<file path="src/rtl/core/absolute_encoder_frame_decode_defines.svh">
// Assertion macros shared by the encoder frame decoder RTL.
// No dependencies; included by the modules that carry checks.
`ifndef ABSOLUTE_ENCODER_FRAME_DECODE_DEFINES_SVH
`define ABSOLUTE_ENCODER_FRAME_DECODE_DEFINES_SVH

`ifndef SYNTHESIS
// check that is disabled while reset is asserted
`define AEFD_ASSERT(lbl, clk, rstn, prop, msg) \
    lbl: assert property (@(posedge clk) disable iff (!rstn) (prop)) else $error(msg);
// check that holds through reset as well
`define AEFD_ASSERT_ALWAYS(lbl, clk, prop, msg) \
    lbl: assert property (@(posedge clk) (prop)) else $error(msg);
`else
`define AEFD_ASSERT(lbl, clk, rstn, prop, msg)
`define AEFD_ASSERT_ALWAYS(lbl, clk, prop, msg)
`endif

`endif

</file>
<file path="src/rtl/core/aefd_pkg.sv">
// Package for the absolute encoder frame decoder: widths, codes and the
// queue word type. No dependencies.
`default_nettype none

package aefd_pkg;

    // stream widths
    localparam int S_TDATA_W = 80;
    localparam int S_TUSER_W = 2;
    localparam int M_TDATA_W = 80;
    localparam int M_TUSER_W = 1;

    // configuration port
    localparam int PADDR_W = 3;
    localparam int PDATA_W = 32;

    // register index, taken from paddr[2]
    localparam logic REG_ANGLE_OFFSET = 1'b0;
    localparam logic REG_FRAME_ID     = 1'b1;

    localparam logic [14:0] ANGLE_OFFSET_RST = 15'd0;
    localparam logic [10:0] FRAME_ID_RST     = 11'h050;

    // frame header codes
    localparam logic [7:0] HDR_SYNC  = 8'h55;
    localparam logic [7:0] HDR_ANGLE = 8'h55;
    localparam logic [7:0] HDR_TEMP  = 8'h56;
    localparam logic [1:0] FIRST_BUS = 2'd0;

    // result kind
    localparam logic KIND_ANGLE = 1'b0;
    localparam logic KIND_TEMP  = 1'b1;

    // angle arithmetic, 32768 units per turn
    localparam logic signed [17:0] DIFF_HALF     = 18'sd16384;
    localparam logic signed [17:0] DIFF_NEG_HALF = -18'sd16384;
    localparam logic signed [17:0] DIFF_TURN     = 18'sd32768;

    // one decoded word between front and back
    typedef struct packed {
        logic        kind;      // KIND_ANGLE or KIND_TEMP
        logic [15:0] value;     // raw angle or temperature
        logic [14:0] rel;       // wrapped angle
        logic        oor;       // wrapped angle still out of range
        logic [15:0] speed;
        logic [15:0] angvel;
    } aefd_item_t;

endpackage

`default_nettype wire

</file>
<file path="src/rtl/core/aefd_front.sv">
// Front end: accepts received frames, filters by bus, id and header, and
// computes the offset-corrected wrapped angle. Depends on aefd_pkg.
`default_nettype none

module aefd_front (
    input  wire logic                          aresetn,
    input  wire logic                          s_tvalid,
    output      logic                          s_tready,
    input  wire logic [aefd_pkg::S_TDATA_W-1:0] s_tdata,
    input  wire logic [aefd_pkg::S_TUSER_W-1:0] s_tuser,
    input  wire logic [14:0]                   angle_offset,
    input  wire logic [10:0]                   encoder_frame_id,
    input  wire logic                          q_full,
    output      logic                          q_push,
    output      aefd_pkg::aefd_item_t          q_item
);
    import aefd_pkg::*;

    logic [10:0]        frame_id;
    logic [7:0]         b0, b1, b2, b3, b4, b5, b6, b7;
    logic [15:0]        raw;
    logic signed [17:0] diff;
    logic signed [17:0] wrapped;
    logic               match;
    logic               is_angle;
    logic               is_temp;

    // unpack the word
    assign frame_id = s_tdata[10:0];
    assign b0 = s_tdata[18:11];
    assign b1 = s_tdata[26:19];
    assign b2 = s_tdata[34:27];
    assign b3 = s_tdata[42:35];
    assign b4 = s_tdata[50:43];
    assign b5 = s_tdata[58:51];
    assign b6 = s_tdata[66:59];
    assign b7 = s_tdata[74:67];
    assign raw = {b3, b2};

    // classify
    assign match    = (s_tuser == FIRST_BUS) && (frame_id == encoder_frame_id)
                      && (b0 == HDR_SYNC);
    assign is_angle = match && (b1 == HDR_ANGLE);
    assign is_temp  = match && (b1 == HDR_TEMP);

    // offset correction and single wrap into a half turn
    always_comb begin
        diff = $signed({2'b00, raw}) - $signed({3'b000, angle_offset});
        if (diff >= DIFF_HALF) begin
            wrapped = diff - DIFF_TURN;
        end else if (diff <= DIFF_NEG_HALF) begin
            wrapped = diff + DIFF_TURN;
        end else begin
            wrapped = diff;
        end
    end

    // queue word
    always_comb begin
        q_item        = '0;
        q_item.kind   = is_temp ? KIND_TEMP : KIND_ANGLE;
        q_item.value  = raw;
        if (is_angle) begin
            q_item.rel    = wrapped[14:0];
            q_item.oor    = (wrapped >= DIFF_HALF) || (wrapped <= DIFF_NEG_HALF);
            q_item.speed  = {b5, b4};
            q_item.angvel = {b7, b6};
        end
    end

    // frames without a result are dropped here
    assign s_tready = aresetn && !q_full;
    assign q_push   = s_tvalid && s_tready && (is_angle || is_temp);

endmodule

`default_nettype wire

</file>
<file path="src/rtl/core/aefd_queue.sv">
// Two-entry queue between the front and back ends.
// Depends on aefd_pkg and the assertion macro header.
`default_nettype none
`include "absolute_encoder_frame_decode_defines.svh"

module aefd_queue (
    input  wire logic                 aclk,
    input  wire logic                 aresetn,
    input  wire logic                 push,
    input  wire aefd_pkg::aefd_item_t push_item,
    output      logic                 full,
    input  wire logic                 pop,
    output      logic                 q_valid,
    output      aefd_pkg::aefd_item_t q_item
);
    import aefd_pkg::*;

    aefd_item_t mem_reg [2];
    logic       wr_ptr_reg, wr_ptr_next;
    logic       rd_ptr_reg, rd_ptr_next;
    logic [1:0] count_reg, count_next;

    // pointer and fill count
    always_comb begin
        wr_ptr_next = push ? ~wr_ptr_reg : wr_ptr_reg;
        rd_ptr_next = pop  ? ~rd_ptr_reg : rd_ptr_reg;
        count_next  = count_reg;
        if (push && !pop) begin
            count_next = count_reg + 2'd1;
        end else if (pop && !push) begin
            count_next = count_reg - 2'd1;
        end
    end

    always_ff @(posedge aclk) begin
        if (!aresetn) begin
            wr_ptr_reg <= 1'b0;
            rd_ptr_reg <= 1'b0;
            count_reg  <= 2'd0;
        end else begin
            wr_ptr_reg <= wr_ptr_next;
            rd_ptr_reg <= rd_ptr_next;
            count_reg  <= count_next;
        end
    end

    // storage
    always_ff @(posedge aclk) begin
        if (push) begin
            mem_reg[wr_ptr_reg] <= push_item;
        end
    end

    assign full    = count_reg[1];
    assign q_valid = (count_reg != 2'd0);
    assign q_item  = mem_reg[rd_ptr_reg];

    `AEFD_ASSERT(a_count_bound, aclk, aresetn, count_reg != 2'd3, "queue count overflow")
    `AEFD_ASSERT(a_no_push_full, aclk, aresetn, !(push && full), "push into full queue")
    `AEFD_ASSERT(a_no_pop_empty, aclk, aresetn, !(pop && !q_valid), "pop from empty queue")

endmodule

`default_nettype wire

</file>
<file path="src/rtl/core/aefd_back.sv">
// Back end: resolves held angles against the previous angle and drives
// the output register. Depends on aefd_pkg and the assertion macro header.
`default_nettype none
`include "absolute_encoder_frame_decode_defines.svh"

module aefd_back (
    input  wire logic                           aclk,
    input  wire logic                           aresetn,
    input  wire logic                           q_valid,
    input  wire aefd_pkg::aefd_item_t           q_item,
    output      logic                           q_pop,
    output      logic                           m_tvalid,
    input  wire logic                           m_tready,
    output      logic [aefd_pkg::M_TDATA_W-1:0] m_tdata,
    output      logic [aefd_pkg::M_TUSER_W-1:0] m_tuser
);
    import aefd_pkg::*;

    logic        m_tvalid_reg, m_tvalid_next;
    logic [14:0] prev_reg, prev_next;
    logic        kind_reg;
    logic [15:0] raw_reg;
    logic [14:0] rel_reg;
    logic        held_reg;
    logic [15:0] speed_reg;
    logic [15:0] angvel_reg;
    logic [15:0] temp_reg;
    logic [14:0] rel_sel;
    logic        is_angle;

    // take a word when the output register is free or draining
    assign q_pop    = q_valid && (!m_tvalid_reg || m_tready);
    assign is_angle = (q_item.kind == KIND_ANGLE);
    assign rel_sel  = q_item.oor ? prev_reg : q_item.rel;

    always_comb begin
        m_tvalid_next = m_tvalid_reg;
        if (q_pop) begin
            m_tvalid_next = 1'b1;
        end else if (m_tready) begin
            m_tvalid_next = 1'b0;
        end
        prev_next = (q_pop && is_angle) ? rel_sel : prev_reg;
    end

    // control state
    always_ff @(posedge aclk) begin
        if (!aresetn) begin
            m_tvalid_reg <= 1'b0;
            prev_reg     <= 15'd0;
        end else begin
            m_tvalid_reg <= m_tvalid_next;
            prev_reg     <= prev_next;
        end
    end

    // output payload
    always_ff @(posedge aclk) begin
        if (q_pop) begin
            kind_reg   <= q_item.kind;
            raw_reg    <= is_angle ? q_item.value : 16'd0;
            rel_reg    <= is_angle ? rel_sel : 15'd0;
            held_reg   <= is_angle && q_item.oor;
            speed_reg  <= q_item.speed;
            angvel_reg <= q_item.angvel;
            temp_reg   <= is_angle ? 16'd0 : q_item.value;
        end
    end

    assign m_tvalid = m_tvalid_reg;
    assign m_tuser  = kind_reg;
    assign m_tdata  = {temp_reg, angvel_reg, speed_reg, held_reg, rel_reg, raw_reg};

    `AEFD_ASSERT(a_held_repeats, aclk, aresetn,
        (q_pop && is_angle && q_item.oor) |=> (rel_reg == $past(prev_reg)),
        "held angle differs from previous angle")
    `AEFD_ASSERT(a_prev_tracks, aclk, aresetn,
        (q_pop && is_angle) |=> (prev_reg == rel_reg),
        "previous angle not updated from output")
    `AEFD_ASSERT(a_temp_clean, aclk, aresetn,
        (m_tvalid && kind_reg == KIND_TEMP) |-> (raw_reg == 16'd0 && !held_reg),
        "temperature word carries angle data")

endmodule

`default_nettype wire

</file>
<file path="src/rtl/core/absolute_encoder_frame_decode.sv">
// Absolute encoder frame decoder, top level: configuration registers and
// front/queue/back. Depends on aefd_pkg, aefd_front, aefd_queue, aefd_back.
//
// Usage:
//   s_ channel takes one received CAN frame per word: s_tuser holds the bus,
//   s_tdata the identifier and the eight data bytes. Frames on the first bus
//   with the configured identifier and header 55 55 (angle) or 55 56
//   (temperature) give one word on the m_ channel; all others give none.
//   m_tuser is the frame kind, m_tdata the decoded fields.
//   m_tvalid rises once an accepted frame has passed the queue write and
//   then the output register. Throughput: one frame per cycle while m_tready
//   is high, set by the single front stage feeding a two-entry queue that
//   the output register then drains every cycle.
//   When m_tready is low the output register holds its word; the queue
//   absorbs up to two more results and then s_tready drops.
//   APB port: angle_offset at 0x0, encoder_frame_id at 0x4; pready is
//   always high. Write registers only while the block is idle.
//   Reset (aresetn low, synchronous) empties the queue and output register,
//   clears the previous angle and loads offset 0 and identifier 0x50.
`default_nettype none

module absolute_encoder_frame_decode (
    input  wire logic                           aclk,
    input  wire logic                           aresetn,
    // input frames
    input  wire logic                           s_tvalid,
    output      logic                           s_tready,
    // frame_id[10:0], byte_0 .. byte_7 from bit 11 up, zero pad [79:75]
    input  wire logic [aefd_pkg::S_TDATA_W-1:0] s_tdata,
    // can_bus[1:0]
    input  wire logic [aefd_pkg::S_TUSER_W-1:0] s_tuser,
    // results
    output      logic                           m_tvalid,
    input  wire logic                           m_tready,
    // raw_angle[15:0], relative_angle[30:16], angle_held[31],
    // speed[47:32], angular_velocity[63:48], temperature[79:64]
    output      logic [aefd_pkg::M_TDATA_W-1:0] m_tdata,
    // frame_kind[0]
    output      logic [aefd_pkg::M_TUSER_W-1:0] m_tuser,
    // configuration
    input  wire logic                           psel,
    input  wire logic                           penable,
    input  wire logic                           pwrite,
    input  wire logic [aefd_pkg::PADDR_W-1:0]   paddr,
    input  wire logic [aefd_pkg::PDATA_W-1:0]   pwdata,
    output      logic [aefd_pkg::PDATA_W-1:0]   prdata,
    output      logic                           pready
);
    import aefd_pkg::*;

    logic [14:0] angle_offset_reg, angle_offset_next;
    logic [10:0] frame_id_reg, frame_id_next;
    logic        cfg_wr;
    logic        q_full;
    logic        q_push;
    logic        q_pop;
    logic        q_valid;
    aefd_item_t  push_item;
    aefd_item_t  head_item;

    // configuration registers
    assign pready = 1'b1;
    assign cfg_wr = psel && penable && pwrite && pready;

    always_comb begin
        angle_offset_next = angle_offset_reg;
        frame_id_next     = frame_id_reg;
        if (cfg_wr) begin
            case (paddr[2])
                REG_ANGLE_OFFSET: angle_offset_next = pwdata[14:0];
                REG_FRAME_ID:     frame_id_next     = pwdata[10:0];
                default:          ;
            endcase
        end
    end

    always_ff @(posedge aclk) begin
        if (!aresetn) begin
            angle_offset_reg <= ANGLE_OFFSET_RST;
            frame_id_reg     <= FRAME_ID_RST;
        end else begin
            angle_offset_reg <= angle_offset_next;
            frame_id_reg     <= frame_id_next;
        end
    end

    // register readback
    always_comb begin
        case (paddr[2])
            REG_ANGLE_OFFSET: prdata = {17'd0, angle_offset_reg};
            REG_FRAME_ID:     prdata = {21'd0, frame_id_reg};
            default:          prdata = '0;
        endcase
    end

    aefd_front u_front (
        .aresetn          (aresetn),
        .s_tvalid         (s_tvalid),
        .s_tready         (s_tready),
        .s_tdata          (s_tdata),
        .s_tuser          (s_tuser),
        .angle_offset     (angle_offset_reg),
        .encoder_frame_id (frame_id_reg),
        .q_full           (q_full),
        .q_push           (q_push),
        .q_item           (push_item)
    );

    aefd_queue u_queue (
        .aclk      (aclk),
        .aresetn   (aresetn),
        .push      (q_push),
        .push_item (push_item),
        .full      (q_full),
        .pop       (q_pop),
        .q_valid   (q_valid),
        .q_item    (head_item)
    );

    aefd_back u_back (
        .aclk     (aclk),
        .aresetn  (aresetn),
        .q_valid  (q_valid),
        .q_item   (head_item),
        .q_pop    (q_pop),
        .m_tvalid (m_tvalid),
        .m_tready (m_tready),
        .m_tdata  (m_tdata),
        .m_tuser  (m_tuser)
    );

endmodule

`default_nettype wire
</file>
<file path="config.mk">
export PLATFORM = sky130hd
export DESIGN_NAME = absolute_encoder_frame_decode
export DESIGN_NICKNAME = d
export VERILOG_FILES = /design/src/rtl/core/aefd_pkg.sv /design/src/rtl/core/aefd_front.sv /design/src/rtl/core/aefd_queue.sv /design/src/rtl/core/aefd_back.sv /design/src/rtl/core/absolute_encoder_frame_decode.sv
export VERILOG_INCLUDE_DIRS = /design/src /design/src/rtl/core
export SDC_FILE = /design/constraint.sdc
export NUM_CORES = 1
export LEC_CHECK = 0
export ABC_AREA = 1
export BUFFER_PORTS_ARGS = -buffer_cell sky130_fd_sc_hd__buf_2
export CAP_MARGIN = 20
export CORE_AREA = 2 2 192 194
export DETAILED_ROUTE_END_ITERATION = 8
export DIE_AREA = 0 0 194 196
export HOLD_SLACK_MARGIN = 0.06
export MAX_ROUTING_LAYER = met4
export PLACE_DENSITY_LB_ADDON = 0.15
export SETUP_SLACK_MARGIN = 0.5
export SYNTH_ARGS = -nofsm -noshare
export SYNTH_HDL_FRONTEND = slang
export SYNTH_HIERARCHICAL = 1
export SYNTH_SLANG_ARGS = --single-unit
</file>
<file path="constraint.sdc">
create_clock -name aclk -period 7.5 [get_ports aclk]
set_clock_uncertainty 0.15 [all_clocks]
set_input_delay 0.75 -clock aclk [delete_from_list [all_inputs] [get_ports aclk]]
set_output_delay 0.75 -clock aclk [all_outputs]
set_load 0.02 [all_outputs]
</file>
---- Word level (Yosys, flattened, before mapping) ----
Memories as Yosys holds them, arrays and structs flattened. A register that Yosys moved wholly into a read port is not among the register bits.
Cells that the tools add are included.
word-level totals
  flip-flop bits (word level) ............. 127
  bits in latches ......................... 0
  bits in writable memories ............... 130
  bits in read-only memories .............. 0
  input port bits ......................... 124
  output and inout bits ................... 116
  word-level logic and storage cells ...... 73
  memories kept ........................... 1
operators by class
  add/subtract/negate cells ............... 5
  multiply operators ...................... 0
  div/mod/pow operators ................... 0
  $lt $le $gt $ge ......................... 4
  equal/unequal tests ..................... 4
  shifts and indexed selects .............. 0
  mux-type cells .......................... 14
  bitwise gates (word level) .............. 4
  reductions and logical operators ........ 27
memory list
  memory           depth  bits a word  rd ports  clocked after memory_dff  wr ports  line              source
  u_queue.mem_reg  2      65           1         1                         1         aefd_queue.sv:18  aefd_item_t mem_reg [2];
operator list
  kind                                                                 count
  one-hot mux 32 bit (2 select lines)                                  1
  two-way mux 48 bit                                                   1
  greater-or-equal comparator 18 x 16 -> 1 bit, second input constant  2
  less-or-equal comparator 18 x 15 -> 1 bit, second input constant     2
  two-way mux 18 bit                                                   2
  == test 8 x 7 -> 1 bit, second input constant                        3
  adder 18 x 17 -> 18 bit, second input constant                       1
  subtractor 18 x 17 -> 18 bit, second input constant                  1
  subtractor 16 x 15 -> 17 bit                                         1
  two-way mux 15 bit                                                   1
  logical AND 1 bit                                                    14
  == test 11 bit                                                       1
  two-way mux 1 bit                                                    7
  nonzero test 2 bit                                                   3
  logical NOT 1 bit                                                    4
  two-way mux 2 bit                                                    2
  NOT 1 bit                                                            4
  AND reduction 2 bit                                                  2
  logical OR 1 bit                                                     3
  adder 2 x 1 -> 2 bit, second input constant                          1
  logical NOT 2 bit                                                    1
  subtractor 2 x 1 -> 2 bit, second input constant                     1

---- Longest topological paths before layout ----
Gate-level depths: netlist of the first run.
  word-level depth ........................ 10
  mapped depth ............................ 26
  gate-level depth less buffers ........... 26

---- By module ----
Netlist of the first run, hierarchy kept.
modules (own cells, without submodules)
  module                         times used  cells each  area each (um^2)  sequential area each (um^2)
  aefd_queue                     1           236         5119.9            4003.8
  aefd_back                      1           289         3608.5            2752.6
  aefd_front                     1           454         2238.4            0.0
  absolute_encoder_frame_decode  1           224         1440.1            520.5

---- Least setup slack after synthesis of the first run ----
OpenSTA, ideal clock, no wires.
  path type ............................... input to register
  from .................................... input s_tdata[3] (netlist name)
  to ...................................... memory u_queue/mem_reg[0][0] (netlist name), enable pin
  library setup time ...................... 0.489 ns
  arrival ................................. 4.677 ns
  data required time ...................... 6.861 ns
  slack ................................... 2.184 ns
  stages on the path ...................... 10
  path buffers ............................ 0
  cell sequence ........................... inv_1 a211oi_1 nand4_1 nor4_1 nand4_1 nor3_1 nor2_1 nor2_1 inv_1 nor2_1
between the ends
  word-level cells in the longest chain between the ends .. 8
  elaborated cells on any way between the ends .. 9
  those cells by class .................... eq/ne (1); mux (2); reduce/logical (6)
ends and longest elaborated chain
  item                                     line                                 source
  start, declared                          absolute_encoder_frame_decode.sv:29  input wire logic [aefd_pkg::S_TDATA_W-1:0] s_tdata,
  == test 11 bit                           aefd_front.sv:41                     assign match = (s_tuser == FIRST_BUS) && (frame_id == encoder_frame_id)
  logical AND 1 bit                        aefd_front.sv:41
  logical AND 1 bit                        aefd_front.sv:42                     && (b0 == HDR_SYNC);
  logical AND 1 bit                        aefd_front.sv:44                     assign is_temp = match && (b1 == HDR_TEMP);
  named net u_front.is_temp                aefd_front.sv:26                     logic is_temp;
  logical OR 1 bit                         aefd_front.sv:73                     assign q_push = s_tvalid && s_tready && (is_angle || is_temp);
  logical AND 1 bit                        aefd_front.sv:73
  named net q_push                         absolute_encoder_frame_decode.sv:55  logic q_push;
  two-way mux 1 bit                        aefd_queue.sv:49                     if (push) begin
  two-way mux 1 bit (not written as such)  aefd_queue.sv:50                     mem_reg[wr_ptr_reg] <= push_item;
  end, declared                            aefd_queue.sv:18
The timed path passes the listed nets, and every way through them passes these cells.

---- Worst setup path in the final report of the first run ----
  from .................................... register frame_id_reg[3]
  to ...................................... memory u_queue/mem_reg[0][24] (netlist name), enable pin
between the ends
  word-level cells in the longest chain between the ends .. 8
  elaborated cells on any way between the ends .. 9
  those cells by class .................... eq/ne (1); mux (2); reduce/logical (6)
ends and longest elaborated chain
  item                                         line                                 source
  start, declared                              absolute_encoder_frame_decode.sv:52  logic [10:0] frame_id_reg, frame_id_next;
  start signal, assigned                       absolute_encoder_frame_decode.sv:83  frame_id_reg <= frame_id_next;
  == test 11 bit (*)                           aefd_front.sv:41
  logical AND 1 bit (*)                        aefd_front.sv:41
  logical AND 1 bit (*)                        aefd_front.sv:42
  logical AND 1 bit, on equally long branches  aefd_front.sv:43, aefd_front.sv:44
  logical OR 1 bit (*)                         aefd_front.sv:73
  logical AND 1 bit (*)                        aefd_front.sv:73
  named net q_push                             absolute_encoder_frame_decode.sv:55
  two-way mux 1 bit (*)                        aefd_queue.sv:49
  two-way mux 1 bit (not written as such) (*)  aefd_queue.sv:50
Mark *: on every way through the listed nets, which the timed path passes. The rest lies on a longest branch.

==> results.md, run 1 <==
* Status: complete, no violations
* Syn Area/Cell at 10.31 µm²
* First-pass GRT wire length at 42520 µm
* IO Port Bufs at 197
* Worst Path Required at 7.53 ns
* Rows at 70
* Fraction of registers with async set/reset at 0%
* Diodes inserted at 0
* Die Width at 194 µm
* DRC viols at 0
* Die area at 38020 µm²
* Register area at 7281 µm²
* Post-layout min period at 3.981 ns
* Slew Viols, Final at 0
* Synth Flop Type: edfxtp_1
* Crit end category: flip-flop
* Max cap viols at 0
* Clk_lat worst skew at 0.55 ns
* Filler Cell Count at 3575
* Drt wl/cell at 14.41 µm
* Core ar. at 36080 µm²
* Met2 routed wirelength at 12930 µm
* Cell Area, Synth at 12410 µm²
* Number of flops mapped to enable cells by yosys at 211
* CTS tree: yes
* Max reg flops at 130
* GR Util All Layers at 14.40%
* Yosys warnings at 6
* Seq/Total Area, Yosys at 58.65%
* Crit share post-route at 53.08%
* Area taken by multi-input logic gates at 3959 µm²
* DPL Wire Length at 18720 µm
* Met3 wire length at 1169 µm
* Hold_buf cts at 0
* Hold Fails Final Rpt at 0
* P per Cell Area at 278.7 nW/µm²
* Crit start category: flip-flop
* Remaining Overflow, GRT at 0
* Setup Buffers After CTS at 0
* Resized cells post-CTS at 0
* VDD IR max at 0.1604 mV
* Largest net degree at the start of global routing at 55
* Drt initial violations at 355
* Leak Pwr at 0.005937 µW
* Yosys reg bits at 258
* Unrepaired setup endpoints after global routing: no
* Layout cells sized above 1 at 26.44%
* H-tree depth at 1
* Synth Instances at 1203
* CP max FO at 34
* DRT met1 WL at 12220 µm
* Die span in y at 196 µm
* Top Metal Used: met4
* Critical path class: flip-flop to flip-flop
* Rel. slew slack at 33.44%
* CTS buffer count at 29
* Actual slew at the worst max-slew pin at 0.9960 ns
* Max Buffers Root-to-Sink at 3
* Via density at 4.407
* Root buf cell: clkbuf_16
* DRT Pass-1 Iters at 4
* Layout Nets at 1527
* ANT nets after route at 0
* Setup tns final at 0 ns
* Clock transition at path regs at 0.06 ns
* Critical path arrival at 4.01 ns
* Gpl congestion at 0.8116
* HP Class: input port to flip-flop
* Finished Layout Cells at 1871
* Setup Viol. Count Final at 0
* Distinct cells, synth at 40
* Area Growth Syn to Fin at 16.48%
* Drt total wl at 26960 µm
* Starting Density at 34.38%
* Top-Level Pins at 240
* Initial antenna violation count at 0
* Via Count at 8245
* Clk sinks at 258
* DP Cell Count at 1818
* Number of global-route vias before repair at 8005
* Maximum clock frequency at 251.2 MHz
-- layout by cell type (no fill, tap or decap), drive strengths merged --
master,count
edfxtp,211
o21a,1
a221oi,3
o21ai,3
clkinv,10
dfxtp,47
a21oi,44
buf,204
mux2,65
and2,2
nand2,291
xnor2,1
nor4,1
nand3,67
bufinv,2
nand3b,6
clkbuf,39
fa,1
nor3,6
nor2,159
a211oi,1
ha,21
conb,18
inv,185
nand4,6
o22ai,4
xor2,3
clkinvlp,2
-- routing by layer --
layer / track usage, % / vias up
met5: - / -
met4: 4.405 / 0
met3: 2.063 / 49
met2: 23.99 / 179
met1: 18.23 / 3822
li1: - / 4195
-- worst max-delay path, stage by stage (launching register included) --
cell      delay, ns
dfxtp_1        0.34
a211oi_1       0.26
nand4_1        0.12
nor4_1         0.30
nand4_1        0.30
nor3_1         0.35
nor2_1         0.08
nor2_1         0.22
inv_1          0.11
nor2_4         0.76
buf_4          0.58
-- per-stage QoR --
stage / instance area [µm²] / setup WS (ns) / total power, µW / util [%] / hold slack, ns
finish: 14450 / 3.519 / 4027 / 40.05 / 0.2751
global route: 14450 / 3.042 / 4235 / 40.05 / 0.2424
CTS: 14450 / 3.370 / 4106 / 40.05 / 0.2451
detailed placement: 13560 / 2.872 / 2749 / 37.58 / 0.3064
global placement: 13560 / 2.918 / 2742 / 37.58 / 0.3011
floorplan: 12470 / 2.184 / 2474 / - / 0.2939
-- cell families (layout without fill, tap and decap cells) --
kind of cell	Yosys count	in the layout	share of synthesized area [%]
buffers and inverters	258	442	9.984
AO/OA/AOI/OAI	56	56	2.582
multiplexers	65	65	7.412
AND/OR/NAND/NOR	538	538	18.75
other	2	18	0.06053
flip-flops	258	258	58.65
adder cells (fa/ha/maj)	22	22	2.279
XOR/XNOR	4	4	0.2824
-- area by class of cell --
class                           instances  area share, %
Clock inverter                         14         0.8745
Timing Repair Buffer                  204          7.186
Multi-Input combinational cell        703          27.39
Tap cell                              468          4.052
Clock buffer                           39          5.281
Sequential cell                       258          50.38
Inverter                              185          4.831
-- worst paths after layout --
kind / startpoint / end / slack, ns / cells after the start
worst max-delay path: frame_id_reg[3] / u_queue/mem_reg[0][24] / 3.52 / 10
worst min register to register: u_back/prev_reg[1] / u_back/prev_reg[1] / 0.32 / 2
worst max register to register: frame_id_reg[3] / u_queue/mem_reg[0][24] / 3.52 / 10
worst min-delay path: s_tdata[27] / u_queue/mem_reg[1][48] / 0.28 / 1
-- cells in the mapped netlist, types with 2 or more instances --
cell	number	area, µm²
nand3_2	5	50.05
ha_1	21	262.8
inv_2	9	33.78
nor3_2	2	20.02
nand4_1	6	37.54
conb_1	2	7.510
nor3_1	4	20.02
nand2_4	2	22.52
nor2_1	147	551.8
o22ai_1	4	25.02
nor2_4	5	56.30
clkbuf_1	5	18.77
nand3_1	62	310.3
o21ai_1	2	10.01
dfxtp_1	47	940.9
edfxtp_1	211	6336
nand2_2	26	162.7
buf_2	15	75.07
inv_1	174	653.1
a21oi_2	2	17.52
buf_6	13	146.4
buf_4	40	300.3
a21oi_1	41	205.2
a221oi_1	3	26.28
nand3b_1	6	45.04
mux2_4	50	750.7
nor2_2	7	43.79
mux2_2	15	168.9
xor2_1	3	26.28
and2_1	2	12.51
nand2_1	263	987.2
-- power breakdown --
| part | switching, µW | internal, µW | leakage [µW] | total, µW |
|---|---|---|---|---|
| registers | 72.3 | 1750 | 0.00202 | 1830 |
| clock network | 555 | 781 | 0.000426 | 1340 |
| logic | 602 | 264 | 0.00349 | 866 |
| total | 1230 | 2800 | 0.00594 | 4030 |
Power figures use the tool's default switching activity.
==> run 2, diff against run 1 <==
ABC_AREA = 0   (was 1)
CORE_AREA = 2 2 187 189   (was 2 2 192 194)
DIE_AREA = 0 0 189 191   (was 0 0 194 196)
clock period = 3.9 ns   (was 7.5 ns; I/O delays follow)
==> run 2 against run 1 <==
Net effect: sequential share of layout area is 2.4 points lower; power rose by 53%; register-to-register slack worse by 3.1 ns; count of clock-buffer cells in the layout is 1 higher; wire length shrank 2.2%; synthesized cell count decreased by 27%; synthesized area shrank 4.8%; clock power increased by 100%; non-clock buffer count increased by 100; cell count fell by 12%.
==> results.md, run 2 <==
* Mux contribution to synthesized area at 12.18% (+4.8 points)
* Gpl congestion at 0.7850 (-3.3%)
* Cell Area, Synth at 11810 µm² (-4.8%)
* Worst reg2reg endpoint: u_queue/mem_reg[1][32]
* DP Cell Count at 1496 (-18%)
* Final Instance Area at 15190 µm² (+5.1%)
* Top-Level Pins at 240 (unchanged)
* Worst path bufs/invs at 2 (unchanged)
* Slew Viols, Final at 0 (unchanged)
* Layout cells sized above 1 at 36.52% (+10 points)
* Count leader, synth: edfxtp_1
* Die span in y at 191 µm (-2.6%)
* Post-Synth XOR/XNOR Area at 1.706% (+1.4 points)
* Drt total wl at 26360 µm (-2.2%)
* Distinct cells, synth at 68 (+70%)
* Area Growth Syn to Fin at 28.64%
* Slowest cell on crit path: or3_1
* Worst Path Required at 4.02 ns (-3.51 ns)
* Leak Pwr at 0.005638 µW (-5.0%)
* Critical path arrival at 3.64 ns (-0.37 ns)
* Adder-cell area share of the yosys netlist at 2.395% (+0.12 points)
* Actual slew at the worst max-slew pin at 0.9933 ns (-0.002699 ns)
* DRT Pass-1 Iters at 5 (+1)
* Yosys top cell area share at 53.67% (+2.6 points)
* Synth Flop Type: edfxtp_1
* CP cell instances: inv_2 -> ha_4 -> o211ai_1 -> a21o_1 -> a211oi_2 -> nor2_1 -> a31oi_2 -> xnor2_2 -> inv_2 -> ha_4 -> o21ai_4 -> a211oi_4 -> or3_1 -> o2bb2ai_2 -> a41oi_2 -> o31a_1
* GR Util All Layers at 14.59% (+0.20 points)
* Remaining Overflow, GRT at 0 (unchanged)
* Max cap viols at 0 (unchanged)
* Core ar. at 34120 µm² (-5.5%)
* FF-to-FF setup slack at 0.39 ns (-3.13 ns)
* Rel. slew slack at 33.73% (+0.29 points)
* HP Class: input port to flip-flop
* Largest family of logic cells by synthesized area: simple AND/OR/NAND/NOR gates
* CP max FO at 5 (-85%)
* Largest area contributor in the netlist: edfxtp_1
* Clk_lat worst skew at 0.55 ns (about the same)
* Crit start category: flip-flop
* Critical path class: flip-flop to flip-flop
* H-tree depth at 1 (unchanged)
* Drt initial violations at 330 (-7.0%)
* Layout Nets at 1307 (-14%)
* IO Port Bufs at 197 (unchanged)
* Unrepaired setup endpoints after global routing: yes
* VDD IR max at 0.2986 mV (+86%)
* Max Buffers Root-to-Sink at 3 (unchanged)
* Number of flops mapped to enable cells by yosys at 211 (unchanged)
* Clk sinks at 258 (unchanged)
* Placed Area at 13250 µm² (-2.3%)
* Synth cell count leaders: 211 x edfxtp_1, 85 x nand2_1, 77 x mux2_2
* Fraction of registers with async set/reset at 0% (unchanged)
* First-pass GRT wire length at 40230 µm (-5.4%)
* Syn Area/Cell at 13.39 µm² (+30%)
* Largest net degree at the start of global routing at 83 (+51%)
* ANT nets after route at 0 (unchanged)
* Crit share post-route at 90.05% (+37 points)
* Crit-path leading delay family: compound AO/OA/AOI/OAI gates
* Clock transition at path regs at 0.06 ns (about the same)
* Post-layout min period at 3.512 ns (-0.4691 ns)
* Hold Fails Final Rpt at 0 (unchanged)
* Crit end category: flip-flop
* Setup tns final at 0 ns (unchanged)
* Worst Hold Depth at 3 (+2)
* Yosys reg bits at 258 (unchanged)
* Hold WS at 0.1387 ns (-0.1364 ns)
* Max reg flops at 130 (unchanged)
* CTS tree: yes
* DRC viols at 0 (unchanged)
* DPL Wire Length at 17310 µm (-7.5%)
* Via Count at 7492 (-9.1%)
* CP max stage delay at 0.36 ns (-0.40 ns)
* Filler Cell Count at 3188 (-11%)
* Maximum clock frequency at 284.7 MHz (+13%)
* Synth Instances at 882 (-27%)
* P per Cell Area at 405.6 nW/µm² (+46%)
* Finished Layout Cells at 1639 (-12%)
* Top cells by area, synth: edfxtp_1 54%, dfxtp_1 8.0%, mux2_2 7.3%
* Starting Density at 34.60% (+0.22 points)
* Yosys warnings at 6 (unchanged)
* Rows at 68 (-2.9%)
* Hold endpoint: u_back/m_tvalid
* Final core utilization at 44.51% (+4.5 points)
* Status: complete, no violations
* Root buf cell: clkbuf_16
* CTS buffer count at 29 (unchanged)
* Initial antenna violation count at 1 (+1)
* Reg-to-Reg Start: angle_offset_reg[4]
* Via density at 4.571 (+3.7%)
* Die area at 36100 µm² (-5.1%)
* Setup Viol. Count Final at 0 (unchanged)
* Seq/Total Area, Yosys at 61.64% (+3.0 points)
* Number of global-route vias before repair at 7400 (-7.6%)
* Most common cell after layout, fill and taps aside: edfxtp_1
* Die Width at 189 µm (-2.6%)
* R2r worst-path depth at 16 (+6)
* Most frequent cells in the layout: 211 x edfxtp_1, 197 x buf_2, 84 x nand2_1
* Post-synthesis compound-gate area fraction at 4.748% (+2.2 points)
* Drt wl/cell at 16.09 µm (+12%)
* Post-Synth Simple-Gate Area at 12.29% (-6.5 points)
* Hold_sp: m_tready
==> run 2: cell types whose count changed after synthesis, moves of 33 or more <==
cell	before	now
mux2_2	15	77
inv_1	174	19
mux2_4	50	0
nor2b_1	0	33
mux2i_1	0	57
and2_1	2	54
nand3_1	62	7
nand2_1	263	85
nor2_1	147	45
==> run 2: layer usage <==
metal	GRT usage, %	routed length, µm	vias up
met5	-	0	-
met3	2.056	1287	46
met2	23.84	12190	205
met1	19.15	12290	3551
li1	-	-	3690
met4	3.786	592	0
==> run 2: worst max path at each step <==
stage,from,endpoint,slack (ns),depth (start not counted)
2_1_floorplan,s_tdata[33],u_queue/mem_reg[0][32],0.51,16
5_1_grt,angle_offset_reg[3],u_queue/mem_reg[1][32],0.28,16
6_report,angle_offset_reg[4],u_queue/mem_reg[1][32],0.39,16
3_5_place_dp,s_tdata[29],u_queue/mem_reg[0][32],0.14,15
3_3_place_gp,s_tdata[29],u_queue/mem_reg[0][32],0.15,16
4_1_cts,angle_offset_reg[0],u_queue/mem_reg[1][32],0.43,12
==> run 2: stage by stage <==
step	total power [µW]	setup WS (ns)
after floorplan	3300	0.5060
after global placement	3413	0.1465
after detailed placement	3413	0.1449
after CTS	6224	0.4322
after global routing	6387	0.2814
final	6160	0.3880
==> run 2: final cells by class <==
type	count	area (µm²)	area share, %
flip-flops and latches	258	7288	47.99
multi-input cells	548	4322	28.46
repair buffers	304	1987	13.08
clock buffers	40	797.0	5.248
well taps	455	569.3	3.749
clock inverters	13	146.4	0.9639
inverters	20	75.07	0.4943
diodes	1	2.502	0.01648
==> run 2: cells by family after synthesis <==
group,after synthesis
flip-flops,258
buffers and inverters,92
multiplexers,134
AO/OA/AOI/OAI,78
adder cells (fa/ha/maj),22
AND/OR/NAND/NOR,273
other,2
XOR/XNOR,23
==> run 2: worst reg2reg max path, stage by stage, from the launching register on <==
cell,delay [ns]
dfxtp_2,0.34
inv_2,0.05
ha_4,0.28
o211ai_1,0.11
a21o_1,0.23
a211oi_2,0.30
nor2_1,0.11
a31oi_2,0.23
xnor2_2,0.18
inv_2,0.11
ha_4,0.18
o21ai_4,0.07
a211oi_4,0.10
or3_1,0.36
o2bb2ai_2,0.16
a41oi_2,0.12
o31a_1,0.14
==> run 2: timing repair <==
item	4_1_cts	5_1_grt
setup buffers	16	9
pin swaps	14	18
hold buffers	64	0
endpoints found under the hold margin	124	0
resized for setup	24	11
setup endpoints to repair	2	2
==> run 2: power breakdown <==
part / leakage, µW / switching (µW) / total [µW] / internal [µW]
registers: 0.00221 / 5.14 / 2950 / 2950
logic: 0.00296 / 260 / 518 / 258
clock network: 0.000460 / 1070 / 2690 / 1620
total: 0.00564 / 1330 / 6160 / 4830
